`src/rtl/core/ewa_pkg.sv`:
```
package ewa_pkg;

    // fixed field widths
    localparam int SAMPLE_W = 8;
    localparam int POS_W    = 12;
    localparam int WLEN_W   = 6;
    localparam int QUOT_W   = 8;

    // defaults for the top level parameters
    localparam int DEF_MAX_POINTS = 4096;
    localparam int DEF_MAX_WINDOW = 32;

    // sequencer states
    typedef enum logic [8:0] {
        ST_IDLE   = 9'b000000001,
        ST_SETUP  = 9'b000000010,
        ST_CENTRE = 9'b000000100,
        ST_PAIR   = 9'b000001000,
        ST_EXTRA  = 9'b000010000,
        ST_DRAIN  = 9'b000100000,
        ST_DIVGO  = 9'b001000000,
        ST_DIV    = 9'b010000000,
        ST_EMIT   = 9'b100000000
    } state_t;

endpackage

```
`src/rtl/core/ewa_mem.sv`:
```
module ewa_mem #(
    parameter int DEPTH  = 33,
    parameter int ADDR_W = 6,
    parameter int DATA_W = 8
) (
    input  logic              aclk,
    input  logic              wr_en,
    input  logic [ADDR_W-1:0] wr_addr,
    input  logic [DATA_W-1:0] wr_data,
    input  logic              rd_en,
    input  logic [ADDR_W-1:0] rd_addr,
    output logic [DATA_W-1:0] rd_data
);

    logic [DATA_W-1:0] mem_reg [DEPTH];
    logic [DATA_W-1:0] rd_data_reg;

    // single write port
    always_ff @(posedge aclk) begin
        if (wr_en) begin
            mem_reg[wr_addr] <= wr_data;
        end
    end

    // registered read port
    always_ff @(posedge aclk) begin
        if (rd_en) begin
            rd_data_reg <= mem_reg[rd_addr];
        end
    end

    assign rd_data = rd_data_reg;

endmodule

```
`src/rtl/core/ewa_div.sv`:
```
module ewa_div import ewa_pkg::*; #(
    parameter int SUM_W = 14,
    parameter int CNT_W = 6
) (
    input  logic              aclk,
    input  logic              aresetn,
    input  logic              start,
    input  logic [SUM_W-1:0]  dividend,
    input  logic [CNT_W-1:0]  divisor,
    output logic              done,
    output logic [QUOT_W-1:0] quotient
);

    localparam int STEP_W = $clog2(QUOT_W);

    logic              busy_reg,  busy_next;
    logic              done_reg,  done_next;
    logic [STEP_W-1:0] step_reg,  step_next;
    logic [CNT_W-1:0]  rem_reg,   rem_next;
    logic [CNT_W-1:0]  dvs_reg,   dvs_next;
    logic [QUOT_W-1:0] low_reg,   low_next;
    logic [QUOT_W-1:0] quot_reg,  quot_next;
    logic [CNT_W:0]    trial;

    // one restoring step per cycle; the quotient is known to fit in QUOT_W bits
    always_comb begin
        busy_next = busy_reg;
        done_next = 1'b0;
        step_next = step_reg;
        rem_next  = rem_reg;
        dvs_next  = dvs_reg;
        low_next  = low_reg;
        quot_next = quot_reg;
        trial     = {rem_reg, low_reg[QUOT_W-1]};
        if (start) begin
            busy_next = 1'b1;
            step_next = '0;
            rem_next  = CNT_W'(dividend >> QUOT_W);
            low_next  = dividend[QUOT_W-1:0];
            dvs_next  = divisor;
        end else if (busy_reg) begin
            low_next = {low_reg[QUOT_W-2:0], 1'b0};
            if (trial >= {1'b0, dvs_reg}) begin
                rem_next  = CNT_W'(trial - {1'b0, dvs_reg});
                quot_next = {quot_reg[QUOT_W-2:0], 1'b1};
            end else begin
                rem_next  = CNT_W'(trial);
                quot_next = {quot_reg[QUOT_W-2:0], 1'b0};
            end
            step_next = step_reg + 1'b1;
            if (step_reg == STEP_W'(QUOT_W - 1)) begin
                busy_next = 1'b0;
                done_next = 1'b1;
            end
        end
    end

    // control state
    always_ff @(posedge aclk) begin
        if (!aresetn) begin
            busy_reg <= 1'b0;
            done_reg <= 1'b0;
            step_reg <= '0;
        end else begin
            busy_reg <= busy_next;
            done_reg <= done_next;
            step_reg <= step_next;
        end
    end

    // datapath
    always_ff @(posedge aclk) begin
        rem_reg  <= rem_next;
        dvs_reg  <= dvs_next;
        low_reg  <= low_next;
        quot_reg <= quot_next;
    end

    assign done     = done_reg;
    assign quotient = quot_reg;

endmodule

```
`src/rtl/core/edge_aware_window_average.sv`:
```
// an averaged output starts once the sample h = window/2 places later is taken and
// reads the centre and the pairs in range, at most h of them, before the divide;
// a new sample request is taken only while the sequencer is idle, so not while an output
// is still being worked on; a window below 2 passes the sample through; the single read port
// of the sample store (two reads per pair) and the 8-step divider set the pace
// reset: synchronous, active low; counters cleared, window register set to 1
module edge_aware_window_average import ewa_pkg::*; #(
    parameter int MAX_POINTS = DEF_MAX_POINTS,
    parameter int MAX_WINDOW = DEF_MAX_WINDOW
) (
    input  logic                aclk,
    input  logic                aresetn,
    input  logic                cfg_valid,
    output logic                cfg_ready,
    input  logic [WLEN_W-1:0]   cfg_data,
    input  logic                s_valid,
    output logic                s_ready,
    input  logic [SAMPLE_W-1:0] s_sample,
    input  logic                s_end_of_record,
    output logic                m_valid,
    input  logic                m_ready,
    output logic [SAMPLE_W-1:0] m_smoothed,
    output logic [POS_W-1:0]    m_position,
    output logic                m_record_done
);

    localparam int WD  = (MAX_WINDOW / 2) * 2 + 1;
    localparam int AW  = $clog2(WD);
    localparam int PW  = $clog2(MAX_POINTS);
    localparam int DW  = $clog2(MAX_WINDOW / 2 + 2);
    localparam int WW  = $clog2(MAX_WINDOW + 1);
    localparam int XW  = ((PW > DW) ? PW : DW) + 1;
    localparam int SW  = $clog2(((1 << SAMPLE_W) - 1) * WD + 1);
    localparam int CNW = $clog2(WD + 1);

    state_t            state_reg,    state_next;
    logic [WLEN_W-1:0] wl_reg,       wl_next;
    logic [WW-1:0]     act_reg,      act_next;
    logic [PW-1:0]     recv_reg,     recv_next;
    logic [PW-1:0]     emit_reg,     emit_next;
    logic [PW-1:0]     pos_reg,      pos_next;
    logic [PW-1:0]     cur_reg,      cur_next;
    logic              last_reg,     last_next;
    logic [AW-1:0]     pslot_reg,    pslot_next;
    logic [AW-1:0]     nslot_reg,    nslot_next;
    logic [AW-1:0]     c_reg,        c_next;
    logic [AW-1:0]     lo_reg,       lo_next;
    logic [AW-1:0]     hi_reg,       hi_next;
    logic [DW-1:0]     d_reg,        d_next;
    logic              phase_reg,    phase_next;
    logic              pend_reg,     pend_next;
    logic [SW-1:0]     sum_reg,      sum_next;
    logic [CNW-1:0]    cnt_reg,      cnt_next;
    logic [SAMPLE_W-1:0] res_reg,    res_next;
    logic              m_valid_reg,  m_valid_next;
    logic [SAMPLE_W-1:0] m_smoothed_reg, m_smoothed_next;
    logic [POS_W-1:0]  m_position_reg,   m_position_next;
    logic              m_done_reg,       m_done_next;

    logic              in_req;
    logic              first;
    logic [WW-1:0]     win_sat;
    logic [WW-1:0]     win_in;
    logic [DW-1:0]     h_in;
    logic [DW-1:0]     h_cur;
    logic [AW-1:0]     slot_in;
    logic              last_in;
    logic [PW-1:0]     emit_base;
    logic [AW:0]       delta;
    logic [AW:0]       c_plus_h;
    logic [SW-1:0]     sum_acc;
    logic              pair_ok;
    logic              more;

    logic              rd_en;
    logic [AW-1:0]     rd_addr;
    logic [SAMPLE_W-1:0] rd_data;
    logic              div_start;
    logic              div_done;
    logic [QUOT_W-1:0] div_quot;

    // circular slot stepping
    function automatic logic [AW-1:0] slot_inc(input logic [AW-1:0] s);
        return (s == AW'(WD - 1)) ? '0 : AW'(s + 1'b1);
    endfunction

    function automatic logic [AW-1:0] slot_dec(input logic [AW-1:0] s);
        return (s == '0) ? AW'(WD - 1) : AW'(s - 1'b1);
    endfunction

    assign cfg_ready = 1'b1;
    assign s_ready   = (state_reg == ST_IDLE);
    assign in_req    = s_valid && s_ready;

    // request decode for a new sample
    always_comb begin
        first     = (recv_reg == '0);
        win_sat   = (int'(wl_reg) > MAX_WINDOW) ? WW'(MAX_WINDOW) : WW'(wl_reg);
        win_in    = first ? win_sat : act_reg;
        h_in      = DW'(win_in >> 1);
        h_cur     = DW'(act_reg >> 1);
        slot_in   = first ? '0 : nslot_reg;
        last_in   = s_end_of_record || (recv_reg == PW'(MAX_POINTS - 1));
        emit_base = first ? '0 : emit_reg;
    end

    // centre slot offset, slot of the odd-window extra term, running sum and pair range check
    always_comb begin
        delta    = (AW + 1)'(pos_reg - cur_reg);
        c_plus_h = (AW + 1)'(c_reg) + (AW + 1)'(h_cur);
        if (c_plus_h >= (AW + 1)'(WD)) begin
            c_plus_h = c_plus_h - (AW + 1)'(WD);
        end
        sum_acc = sum_reg + (pend_reg ? SW'(rd_data) : SW'(0));
        pair_ok = (d_reg <= h_cur) && (XW'(d_reg) <= XW'(cur_reg))
                  && (XW'(cur_reg) + XW'(d_reg) <= XW'(pos_reg));
        more    = last_reg && (cur_reg != pos_reg);
    end

    // sequencer
    always_comb begin
        state_next      = state_reg;
        wl_next         = wl_reg;
        act_next        = act_reg;
        recv_next       = recv_reg;
        emit_next       = emit_reg;
        pos_next        = pos_reg;
        cur_next        = cur_reg;
        last_next       = last_reg;
        pslot_next      = pslot_reg;
        nslot_next      = nslot_reg;
        c_next          = c_reg;
        lo_next         = lo_reg;
        hi_next         = hi_reg;
        d_next          = d_reg;
        phase_next      = phase_reg;
        pend_next       = 1'b0;
        sum_next        = sum_reg;
        cnt_next        = cnt_reg;
        res_next        = res_reg;
        m_valid_next    = m_valid_reg && !m_ready;
        m_smoothed_next = m_smoothed_reg;
        m_position_next = m_position_reg;
        m_done_next     = m_done_reg;
        rd_en           = 1'b0;
        rd_addr         = c_reg;
        div_start       = 1'b0;

        if (cfg_valid && cfg_ready) begin
            wl_next = cfg_data;
        end

        case (state_reg)
            ST_IDLE: begin
                if (in_req) begin
                    act_next   = win_in;
                    pos_next   = recv_reg;
                    last_next  = last_in;
                    pslot_next = slot_in;
                    nslot_next = slot_inc(slot_in);
                    emit_next  = emit_base;
                    recv_next  = last_in ? '0 : PW'(recv_reg + 1'b1);
                    if (win_in < WW'(2)) begin
                        res_next   = s_sample;
                        cur_next   = recv_reg;
                        state_next = ST_EMIT;
                    end else if (last_in) begin
                        cur_next   = emit_base;
                        state_next = ST_SETUP;
                    end else if (XW'(recv_reg) >= XW'(h_in)) begin
                        cur_next   = PW'(XW'(recv_reg) - XW'(h_in));
                        emit_next  = PW'(XW'(recv_reg) - XW'(h_in) + 1'b1);
                        state_next = ST_SETUP;
                    end
                    if (last_in) begin
                        emit_next = '0;
                    end
                end
            end
            ST_SETUP: begin
                if ({1'b0, pslot_reg} >= delta) begin
                    c_next = AW'({1'b0, pslot_reg} - delta);
                end else begin
                    c_next = AW'({1'b0, pslot_reg} + (AW + 1)'(WD) - delta);
                end
                state_next = ST_CENTRE;
            end
            ST_CENTRE: begin
                rd_en      = 1'b1;
                rd_addr    = c_reg;
                pend_next  = 1'b1;
                sum_next   = '0;
                cnt_next   = CNW'(1);
                lo_next    = slot_dec(c_reg);
                hi_next    = slot_inc(c_reg);
                d_next     = DW'(1);
                phase_next = 1'b0;
                state_next = ST_PAIR;
            end
            ST_PAIR: begin
                sum_next = sum_acc;
                if (!phase_reg) begin
                    if (pair_ok) begin
                        rd_en      = 1'b1;
                        rd_addr    = lo_reg;
                        pend_next  = 1'b1;
                        phase_next = 1'b1;
                    end else begin
                        state_next = ST_EXTRA;
                    end
                end else begin
                    rd_en      = 1'b1;
                    rd_addr    = hi_reg;
                    pend_next  = 1'b1;
                    cnt_next   = CNW'(cnt_reg + 2'd2);
                    d_next     = DW'(d_reg + 1'b1);
                    lo_next    = slot_dec(lo_reg);
                    hi_next    = slot_inc(hi_reg);
                    phase_next = 1'b0;
                end
            end
            ST_EXTRA: begin
                sum_next = sum_acc;
                if (act_reg[0] && (XW'(cur_reg) + XW'(h_cur) <= XW'(pos_reg))) begin
                    rd_en     = 1'b1;
                    rd_addr   = AW'(c_plus_h);
                    pend_next = 1'b1;
                    cnt_next  = CNW'(cnt_reg + 1'b1);
                end
                state_next = ST_DRAIN;
            end
            ST_DRAIN: begin
                sum_next   = sum_acc;
                state_next = ST_DIVGO;
            end
            ST_DIVGO: begin
                div_start  = 1'b1;
                state_next = ST_DIV;
            end
            ST_DIV: begin
                if (div_done) begin
                    res_next   = div_quot;
                    state_next = ST_EMIT;
                end
            end
            ST_EMIT: begin
                // hand over once the output register is free
                if (!m_valid_reg || m_ready) begin
                    m_valid_next    = 1'b1;
                    m_smoothed_next = res_reg;
                    m_position_next = POS_W'(cur_reg);
                    m_done_next     = last_reg && (cur_reg == pos_reg);
                    if (more) begin
                        cur_next   = PW'(cur_reg + 1'b1);
                        state_next = ST_SETUP;
                    end else begin
                        state_next = ST_IDLE;
                    end
                end
            end
            default: begin
                state_next = ST_IDLE;
            end
        endcase
    end

    // control state
    always_ff @(posedge aclk) begin
        if (!aresetn) begin
            state_reg   <= ST_IDLE;
            wl_reg      <= WLEN_W'(1);
            act_reg     <= WW'(1);
            recv_reg    <= '0;
            emit_reg    <= '0;
            pend_reg    <= 1'b0;
            m_valid_reg <= 1'b0;
        end else begin
            state_reg   <= state_next;
            wl_reg      <= wl_next;
            act_reg     <= act_next;
            recv_reg    <= recv_next;
            emit_reg    <= emit_next;
            pend_reg    <= pend_next;
            m_valid_reg <= m_valid_next;
        end
    end

    // datapath
    always_ff @(posedge aclk) begin
        pos_reg        <= pos_next;
        cur_reg        <= cur_next;
        last_reg       <= last_next;
        pslot_reg      <= pslot_next;
        nslot_reg      <= nslot_next;
        c_reg          <= c_next;
        lo_reg         <= lo_next;
        hi_reg         <= hi_next;
        d_reg          <= d_next;
        phase_reg      <= phase_next;
        sum_reg        <= sum_next;
        cnt_reg        <= cnt_next;
        res_reg        <= res_next;
        m_smoothed_reg <= m_smoothed_next;
        m_position_reg <= m_position_next;
        m_done_reg     <= m_done_next;
    end

    // sample store, one slot per position modulo its depth
    ewa_mem #(
        .DEPTH  (WD),
        .ADDR_W (AW),
        .DATA_W (SAMPLE_W)
    ) u_mem (
        .aclk    (aclk),
        .wr_en   (in_req),
        .wr_addr (slot_in),
        .wr_data (s_sample),
        .rd_en   (rd_en),
        .rd_addr (rd_addr),
        .rd_data (rd_data)
    );

    // divider for sum over count
    ewa_div #(
        .SUM_W (SW),
        .CNT_W (CNW)
    ) u_div (
        .aclk     (aclk),
        .aresetn  (aresetn),
        .start    (div_start),
        .dividend (sum_reg),
        .divisor  (cnt_reg),
        .done     (div_done),
        .quotient (div_quot)
    );

    assign m_valid       = m_valid_reg;
    assign m_smoothed    = m_smoothed_reg;
    assign m_position    = m_position_reg;
    assign m_record_done = m_done_reg;

endmodule
```
`config.mk`:
```
export PLATFORM = sky130hd
export DESIGN_NAME = edge_aware_window_average
export DESIGN_NICKNAME = d
export VERILOG_FILES = /design/src/rtl/core/ewa_pkg.sv /design/src/rtl/core/ewa_mem.sv /design/src/rtl/core/ewa_div.sv /design/src/rtl/core/edge_aware_window_average.sv
export SDC_FILE = /design/constraint.sdc
export NUM_CORES = 1
export LEC_CHECK = 0
export ABC_AREA = 1
export BUFFER_PORTS_ARGS = -buffer_cell sky130_fd_sc_hd__clkbuf_2
export CELL_PAD_IN_SITES_DETAIL_PLACEMENT = 1
export CELL_PAD_IN_SITES_GLOBAL_PLACEMENT = 2
export CORE_ASPECT_RATIO = 1.4
export CORE_MARGIN = 2
export CORE_UTILIZATION = 41
export CTS_BUF_LIST = sky130_fd_sc_hd__clkbuf_16
export CTS_CLUSTER_DIAMETER = 30
export DETAILED_ROUTE_END_ITERATION = 7
export GPL_ROUTABILITY_DRIVEN = 0
export PLACE_DENSITY = 0.77
export SYNTH_ARGS = -nofsm -noshare
export SYNTH_HDL_FRONTEND = slang
export SYNTH_SLANG_ARGS = --single-unit
```
`constraint.sdc`:
```
create_clock -name aclk -period 5.5 [get_ports aclk]
set_input_delay 1.1 -clock aclk [delete_from_list [all_inputs] [get_ports aclk]]
set_output_delay 1.1 -clock aclk [all_outputs]
set_load 0.05 [all_outputs]
```
==> metrics, run 1 <==
Clock Pin Slew Worst Setup and Hold Paths 0.05 ns; H-tree levels 3; # nets final 2935; period utilization 93.6%; Clk pwr share 35.9%; Slew HR 27.0%; Hold Slack ~0.43 ns; Slew Limit Fails 0; 1st-pass router iterations 5; Post-Syn Area 24900 sq um; worst min path class flip-flop to flip-flop; Initial Util 41.6%; Slew @ Worst Pin roughly 1.1 ns; GRT Resource Usage Total 24.9%; Post-synth EDFFs 410; net load switching power 0.00590 W; Die H 296 microns; vias 19.5k; setup TNS 0 ns; register bit count reported by yosys 462; maximum VDD drop 343 uV; DRT iter0 DRCs about 1.1k; crit path max fanout 32; clk buf depth 3; Final Power 0.0156 W; cells after synthesis 2719; most common cell after layout, fill and taps aside nand2_1; Int Pwr 0.00967 W; asr flop ratio synth 0%; Final Hold Fails 0; Clock Skew 0.0281 ns; Seq pwr share 29.7%; Synth cell types 59; core area 59900 sq um; grt total ovfl 0; most frequent cells in the layout 493 x nand2_1, 468 x inv_1, 410 x edfxtp_1; CTS Buf Count 89; max FFs per register 264; crit path time final 5.15 ns; number of max-cap violations 0; CP Class flip-flop to flip-flop; synth-to-layout area growth 17.7%; post-synthesis sequential area ratio ~54%; cts hold-fix bufs 0; Required @ worst endpoint ~6 ns; Diodes inserted 0; Post-DRT Antenna Nets 0; clk_lat worst skew 0.64 ns; status completed; FMAX 194 MHz; number of global-route vias before repair 20.6k; Setup Viol. Count Final 0; PortBufs between 40 and 50; largest net degree at the start of global routing 105; die extent in x 212 microns; WL per Instance 21.0 microns; total power divided by cell area 531 nW/um^2; Post-Route WL roughly 77000 microns; startpoint types flip-flop; first-pass GRT wire length 119000 microns; CTS tree done; layout cells sized above 1 10.3%; RSZ-0062 raised after global routing false; number of remaining DRC errors 0; Ports 44; CTS Sinks approximately 460; Leakage approximately 13 nW; syn nets 2856; number of vias per cell 5.29; root buf cell clkbuf_16; syn avg cell area 9.16 sq um; Fillers 6862; initial antenna violation count 0; Main synth FF type edfxtp_1; die area 62800 sq um; Util after Layout 48.9%; Rows 106; switching portion of total power 37.9%; Ys Warns 0; CP Capture Type flip-flop; post-DP HPWL 54300 microns; worst path arrival time 5.52 ns; combinational share of power 34.4%
repair_timing:
item / CTS / global route
buffers inserted: 0 / 3
resized for setup: 0 / 5
endpoints found under the setup margin: 0 / 8
metal layers:
metal  track usage [%]  share of wire, %
met5                 0                 0
met4              8.27               2.9
met3              3.58               3.4
met2              46.6                53
met1              29.1                40
layout make-up:
| type | count | area [sq um] | share of cell area (%) |
|---|---|---|---|
| multi-input combinational | 1673 | 9290 | 31.7 |
| tap | 810 | 1010 | 3.46 |
| timing repair buffer | 91 | 741 | 2.53 |
| clock buffer | 91 | 2280 | 7.76 |
| clock inverter | 76 | 852 | 2.90 |
| sequential | 462 | 13400 | 45.5 |
| inverter | 481 | 1810 | 6.16 |
power groups by stage:
stage / logic, W / registers [W] / clock network (W)
2_1_floorplan: 0.00363 / 0.00462 / 0
3_3_place_gp: 0.00518 / 0.00468 / 0
3_5_place_dp: 0.00532 / 0.00469 / 0
4_1_cts: 0.00536 / 0.00463 / 0.00566
5_1_grt: 0.00599 / 0.00466 / 0.00582
6_report: 0.00535 / 0.00463 / 0.00558
per-stage QoR:
stage | setup WS, ns | std cells | area (sq um)
2_1_floorplan | 1.31 | 2719 | 24900
3_3_place_gp | 0.289 | 3513 | 26100
3_5_place_dp | 0.205 | 3513 | 26100
4_1_cts | 0.137 | 3680 | 29300
5_1_grt | 0.0177 | 3684 | 29300
6_report | 0.351 | 3684 | 29300
cells in the mapped netlist, types with 3 or more instances:
master	instances	area, sq um
o211ai_1	13	97.6
fa_1	11	220
inv_2	14	52.6
nor3_1	20	100
o31ai_1	4	30.0
nor3b_1	3	22.5
nor2_4	3	33.8
nand2_2	9	56.3
nor2_1	213	800
a31oi_1	6	37.5
nand3_1	305	1530
xnor2_1	22	193
o22ai_1	15	93.8
o21ai_1	9	45.0
o21bai_1	7	52.6
o21ai_0	81	405
nor2_2	4	25.0
clkbuf_1	28	105
a22oi_1	4	30.0
or2_2	4	25.0
buf_1	7	26.3
o221ai_1	3	26.3
clkinv_1	4	15.0
buf_2	55	275
nand3b_1	7	52.6
a211oi_1	4	30.0
a221oi_1	3	26.3
xor2_1	61	534
dfxtp_1	52	1040
inv_1	463	1740
nand4_1	126	788
nand2_1	493	1850
a21oi_1	103	515
nor4_1	7	43.8
ha_1	106	1330
buf_4	10	75.1
edfxtp_1	410	12300
final timing paths:
| check | start | end | slack [ns] | cells past startpoint |
|---|---|---|---|---|
| setup / recovery | cur_reg[2]$_DFFE_PP_ | u_mem.rd_data[6]$_DFFE_PP_ | 0.35 | 25 |
| hold reg to reg | res_reg[0]$_DFFE_PP_ | m_smoothed[0]$_DFFE_PP_ | 0.43 | 0 |
| hold / removal | res_reg[0]$_DFFE_PP_ | m_smoothed[0]$_DFFE_PP_ | 0.43 | 0 |
| setup reg to reg | cur_reg[2]$_DFFE_PP_ | u_mem.rd_data[6]$_DFFE_PP_ | 0.35 | 25 |
worst max-delay path: stages, from the launching register on:
cell and delay, ns:
edfxtp_1 0.40, inv_1 0.17, ha_1 0.32, o31ai_2 0.34, a21oi_1 0.16, o21bai_1 0.30, nand3_1 0.19, nor4_2 0.20
xor2_1 0.12, ha_1 0.31, nand3_1 0.10, nor3_1 0.22, nand3_1 0.11, nand2_1 0.08, nand2_2 0.12, nand2_2 0.12
nand2_1 0.11, o21ai_1 0.26, nand2_1 0.13, nand3b_1 0.19, buf_12 0.22, nand3_1 0.13, nand3_1 0.22, nand3_1 0.15
nand3_1 0.11, nand2_1 0.07
kinds of logic (layout without fill, tap and decap cells):
logic type / Yosys count / after routing / share of synthesized area [%]
XOR/XNOR: 84 / 84 / 2.98
AO/OA/AOI/OAI: 266 / 266 / 6.06
buffers and inverters: 584 / 739 / 9.32
other: 1 / 1 / 0.0150
AND/OR/NAND/NOR: 1205 / 1205 / 21.8
adder cells (fa/ha/maj): 117 / 117 / 6.21
flip-flops: 462 / 462 / 53.6
Power figures use the tool's default switching activity.
==> run 2, diff against run 1 <==
Clock period 5.5 ns to 5.2 ns, I/O delays scaled along.
==> metrics, run 2 (synthesis results as in run 1) <==
# nets final 2975 (+1.4%); CP Class flip-flop to flip-flop; Leakage 12.9 nW (+2.6%); Post-DRT Antenna Nets 0 (unchanged); clk buf depth 3 (unchanged); number of max-cap violations 0 (unchanged); layout cells sized above 1 11.5% (+1.2 points); GRT Resource Usage Total 25.9% (+0.99 points); synth-to-layout area growth 19.9%; Top cell by count, worst path nand3_1; Ports 44 (unchanged); CP Capture Type flip-flop; Post-Route WL 81100 microns (+4.9%); Initial Util 41.6% (unchanged); clk_lat worst skew 0.67 ns (+0.03 ns); hold depth 0 (unchanged); CP max-delay cell edfxtp_1; critical path's largest stage delay 0.40 ns (about the same); total power divided by cell area 565 nW/um^2 (+6.5%); DP Area 26300 sq um (+0.62%); Die H 296 microns (unchanged); CTS Buf Count 97 (+9.0%); worst-case reg-to-reg path depth 28 (+12%); number of vias per cell 5.28 (about the same); Setup Viol. Count Final 0 (unchanged); Reg2Reg Launch Point cur_reg[2]$_DFFE_PP_; PortBufs 42 (unchanged); Final Hold Fails 0 (unchanged); DRT iter0 DRCs 1189 (+6.0%); status completed; crit path time final 4.96 ns (-0.190 ns); FF-to-FF setup slack 0.24 ns (-0.11 ns); design area 29900 sq um (+1.9%); Slew @ Worst Pin 1.07 ns (-0.0241 ns); hold_sp res_reg[5]$_DFFE_PP_; vias 19.7k (+1.3%); core area 59900 sq um (unchanged); worst min path class flip-flop to flip-flop; cts hold-fix bufs 0 (unchanged); Fillers 6818 (-0.64%); Diodes inserted 0 (unchanged); most common cell after layout, fill and taps aside nand2_1; hold endpoint m_smoothed[5]$_DFFE_PP_; Worst Setup SP cur_reg[2]$_DFFE_PP_; worst path arrival time 5.38 ns (-0.14 ns); grt total ovfl 0 (unchanged); post-DP HPWL 56300 microns (+3.7%); startpoint types flip-flop; Placed Cells 3533 (+0.57%); root buf cell clkbuf_16; Slew HR 28.6% (+1.6 points); die extent in x 212 microns (unchanged); final non-filler cell total 3732 (+1.3%); first-pass GRT wire length 123000 microns (+3.1%); number of global-route vias before repair 21.1k (+2.5%); Clock Skew 0.0522 ns (+0.0241 ns); CTS tree done; 1st-pass router iterations 5 (unchanged); FF-to-FF End u_mem.rd_data[2]$_DFFE_PP_; FMAX 202 MHz (+3.8%); number of remaining DRC errors 0 (unchanged); initial antenna violation count 0 (unchanged); Util after Layout 49.8% (+0.91 points); crit path max fanout 19 (-41%); die area 62800 sq um (unchanged); largest net degree at the start of global routing 105 (unchanged); maximum VDD drop 367 uV (+6.9%); H-tree levels 3 (unchanged); CTS Sinks 462 (unchanged); max FFs per register 264 (unchanged); Rows 106 (unchanged); WL per Instance 21.7 microns (+3.6%); Slew Limit Fails 0 (unchanged); Required @ worst endpoint 5.62 ns (-0.26 ns); period utilization 95.4% (+1.7 points); Clock Pin Slew Worst Setup and Hold Paths 0.05 ns (about the same); most frequent cells in the layout 493 x nand2_1, 473 x inv_1, 410 x edfxtp_1
-- run 2: worst max-delay path by stage --
| stage | to | slack, ns |
|---|---|---|
| detailed placement | u_mem.rd_data[4]$_DFFE_PP_ | -0.12 |
| CTS | u_mem.rd_data[4]$_DFFE_PP_ | 0.02 |
| finish | u_mem.rd_data[2]$_DFFE_PP_ | 0.24 |
| global route | u_mem.rd_data[0]$_DFFE_PP_ | -0.04 |
| global placement | u_mem.rd_data[5]$_DFFE_PP_ | 0.09 |
| floorplan | u_mem.rd_data[5]$_DFFE_PP_ | 1.01 |
-- run 2: timing repair --
action / CTS / global route
gates resized for setup: 1 / 17
endpoints found under the setup margin: 8 / 8
setup buffers: 0 / 10
gates cloned: 0 / 6
pin swaps: 0 / 4
-- run 2: per-stage QoR --
stage / hold slack, ns / worst slack, ns / power, W / TNS (ns)
final: 0.422 / 0.241 / 0.0169 / 0
after floorplan: 0.400 / 1.01 / 0.00872 / 0
after global routing: 0.436 / -0.0425 / 0.0179 / -0.136
after global placement: 0.417 / 0.0878 / 0.0105 / 0
after CTS: 0.431 / 0.0215 / 0.0169 / 0
after detailed placement: 0.425 / -0.115 / 0.0107 / -0.489
-- run 2: metal layers --
layer	part of all wire [%]	up-vias	GRT usage [%]
met5	0	-	0
met4	3.9	0	11.6
met3	3.2	147	3.20
met2	53	363	48.6
met1	40	9798	29.2
li1	-	9411	-
-- run 2: critical path: cells and delay by family, from the launching register on --
kind,cells,cell delay [ns]
AOI/OAI and AO/OA,4,0.59
and+or+nand+nor,17,2.35
adders and majority gates,2,0.63
xor gates and xnor gates,1,0.11
DFF,1,0.40
buffers and inverters,4,0.63
-- run 2: report_power, final --
group | leakage (nW) | total [W] | switching [W] | internal (W)
Sequential | 4.13 | 0.00490 | 0.000288 | 0.00462
Clock | 1.61 | 0.00609 | 0.00210 | 0.00399
Combinational | 7.16 | 0.00590 | 0.00394 | 0.00196
-- run 2: area by class of cell --
| type | count | area, sq um | area share [%] |
|---|---|---|---|
| clock buffers | 98 | 2450 | 8.21 |
| clock inverters | 85 | 812 | 2.72 |
| inverters | 481 | 1810 | 6.04 |
| multi-input cells | 1673 | 9330 | 31.2 |
| flip-flops and latches | 462 | 13400 | 44.7 |
| well taps | 810 | 1010 | 3.39 |
| repair buffers | 123 | 1110 | 3.72 |
==> run 3, diff against run 2 <==
Settings changed: RECOVER_POWER from default to 50, SLEW_MARGIN from default to 40.
==> metrics, run 3 (synthesis results as in run 1) <==
Slew @ Worst Pin 0.846 ns (-0.224 ns); hold_sp res_reg[5]$_DFFE_PP_; status completed; Ports 44 (unchanged); CTS tree done; vias 19.5k (-0.88%); critical path's largest stage delay 0.45 ns (+0.05 ns); 1st-pass router iterations 5 (unchanged); FF-to-FF setup slack 0.24 ns (about the same); worst-case reg-to-reg path depth 29 (+3.6%); Top cell by count, worst path nand3_1; Util after Layout 49.8% (about the same); Setup Viol. Count Final 0 (unchanged); worst min path class flip-flop to flip-flop; CP max-delay cell edfxtp_1; setup TNS 0 ns (unchanged); number of global-route vias before repair 21.1k (+0.052%); GRT Resource Usage Total 26.0% (+0.048 points); hold endpoint m_smoothed[5]$_DFFE_PP_; Worst Setup SP cur_reg[2]$_DFFE_PP_; first-pass GRT wire length 123000 microns (+0.19%); Clock Skew 0.0307 ns (-0.0215 ns); DRT iter0 DRCs 1114 (-6.3%); startpoint types flip-flop; Rows 106 (unchanged); max FFs per register 264 (unchanged); crit path time final 4.96 ns (+0.00110 ns); clk_lat worst skew 0.66 ns (about the same); WL per Instance 21.5 microns (-0.86%); initial antenna violation count 0 (unchanged); clk buf depth 3 (unchanged); PortBufs 42 (unchanged); Slew HR 43.4% (+15 points); root buf cell clkbuf_16; post-DP HPWL 56100 microns (-0.28%); die extent in x 212 microns (unchanged); Final Hold Fails 0 (unchanged); number of remaining DRC errors 0 (unchanged); cts hold-fix bufs 0 (unchanged); hold depth 0 (unchanged); maximum VDD drop 381 uV (+3.9%); Die H 296 microns (unchanged); period utilization 95.4% (about the same); most common cell after layout, fill and taps aside nand2_1; synth-to-layout area growth 19.8% (about the same); Required @ worst endpoint 5.61 ns (about the same); number of max-cap violations 0 (unchanged); worst path arrival time 5.37 ns (about the same); # nets final 2969 (-0.20%); CP Class flip-flop to flip-flop; most frequent cells in the layout 492 x nand2_1, 475 x inv_1, 410 x edfxtp_1; grt total ovfl 0 (unchanged); largest net degree at the start of global routing 105 (unchanged); die area 62800 sq um (unchanged); CTS Buf Count 97 (unchanged); H-tree levels 3 (unchanged); FMAX 202 MHz (about the same); Leakage 12.9 nW (-0.25%); Clock Pin Slew Worst Setup and Hold Paths 0.05 ns (about the same); Slew Limit Fails 0 (unchanged); Diodes inserted 0 (unchanged); CP Capture Type flip-flop; Post-DRT Antenna Nets 0 (unchanged); Initial Util 41.6% (unchanged); RSZ-0062 raised after global routing true; number of vias per cell 5.25 (-0.66%); total power divided by cell area 568 nW/um^2 (+0.53%); Post-Route WL 80200 microns (-1.1%); crit path max fanout 38 (+19); FF-to-FF End u_mem.rd_data[7]$_DFFE_PP_; core area 59900 sq um (unchanged); Reg2Reg Launch Point cur_reg[2]$_DFFE_PP_; CTS Sinks 462 (unchanged); layout cells sized above 1 11.6% (+0.066 points)
==> run 3: where the power goes <==
part	leakage (nW)	total [W]	internal, W	switching [W]
logic	7.09	0.00585	0.00193	0.00392
clock network	1.65	0.00622	0.00411	0.00211
registers	4.13	0.00491	0.00462	0.000290
==> run 3: per-layer routing <==
| metal | vias to the layer above | global-route usage, % | routed length, microns |
|---|---|---|---|
| met5 | - | 0 | 0 |
| met4 | 0 | 11.1 | 2800 |
| met3 | 138 | 3.29 | 2540 |
| met2 | 322 | 48.8 | 42800 |
| met1 | 9697 | 29.4 | 32100 |
| li1 | 9389 | - | - |
==> run 3: layout make-up <==
cell class                      count  area [sq um]
Fill cell                        6772         30100
Sequential cell                   462         13400
Multi-Input combinational cell   1673          9370
Clock buffer                       99          2480
Inverter                          481          1810
Tap cell                          810          1010
Timing Repair Buffer              117           992
Clock inverter                     82           848
==> run 3: worst max path at each step <==
stage | end | cells past startpoint | slack, ns
5_1_grt | u_mem.rd_data[3]$_DFFE_PP_ | 27 | -0.04
3_5_place_dp | u_mem.rd_data[4]$_DFFE_PP_ | 26 | -0.1
6_report | u_mem.rd_data[7]$_DFFE_PP_ | 29 | 0.24
2_1_floorplan | u_mem.rd_data[5]$_DFFE_PP_ | 26 | 1.01
4_1_cts | u_mem.rd_data[4]$_DFFE_PP_ | 26 | 0.07
3_3_place_gp | u_mem.rd_data[5]$_DFFE_PP_ | 25 | 0.09
==> run 3: through the flow <==
step / instances / cell area (sq um) / hold WS (ns) / worst slack, ns / power [W]
finish: 3724 / 29900 / 0.416 / 0.240 / 0.0170
global route: 3724 / 29900 / 0.435 / -0.0373 / 0.0180
CTS: 3714 / 29700 / 0.423 / 0.0715 / 0.0170
detailed placement: 3533 / 26300 / 0.412 / -0.0984 / 0.0107
global placement: 3533 / 26300 / 0.417 / 0.0878 / 0.0105
floorplan: 2719 / 24900 / 0.400 / 1.01 / 0.00872
==> run 3: repair_timing <==
action                                  CTS  global route
gates cloned                              0             2
pin swaps                                 0             4
buffers inserted                          0             8
resized for setup                         2            19
endpoints found under the setup margin    8             8
==> run 3: critical path: cells and delay by family (launching register included) <==
family	cells	cell delay, ns
simple gates	17	2.16
compound gates	4	0.57
xor+xnor	1	0.10
fa+ha+maj	2	0.63
flops	1	0.45
buf+inv	5	0.75
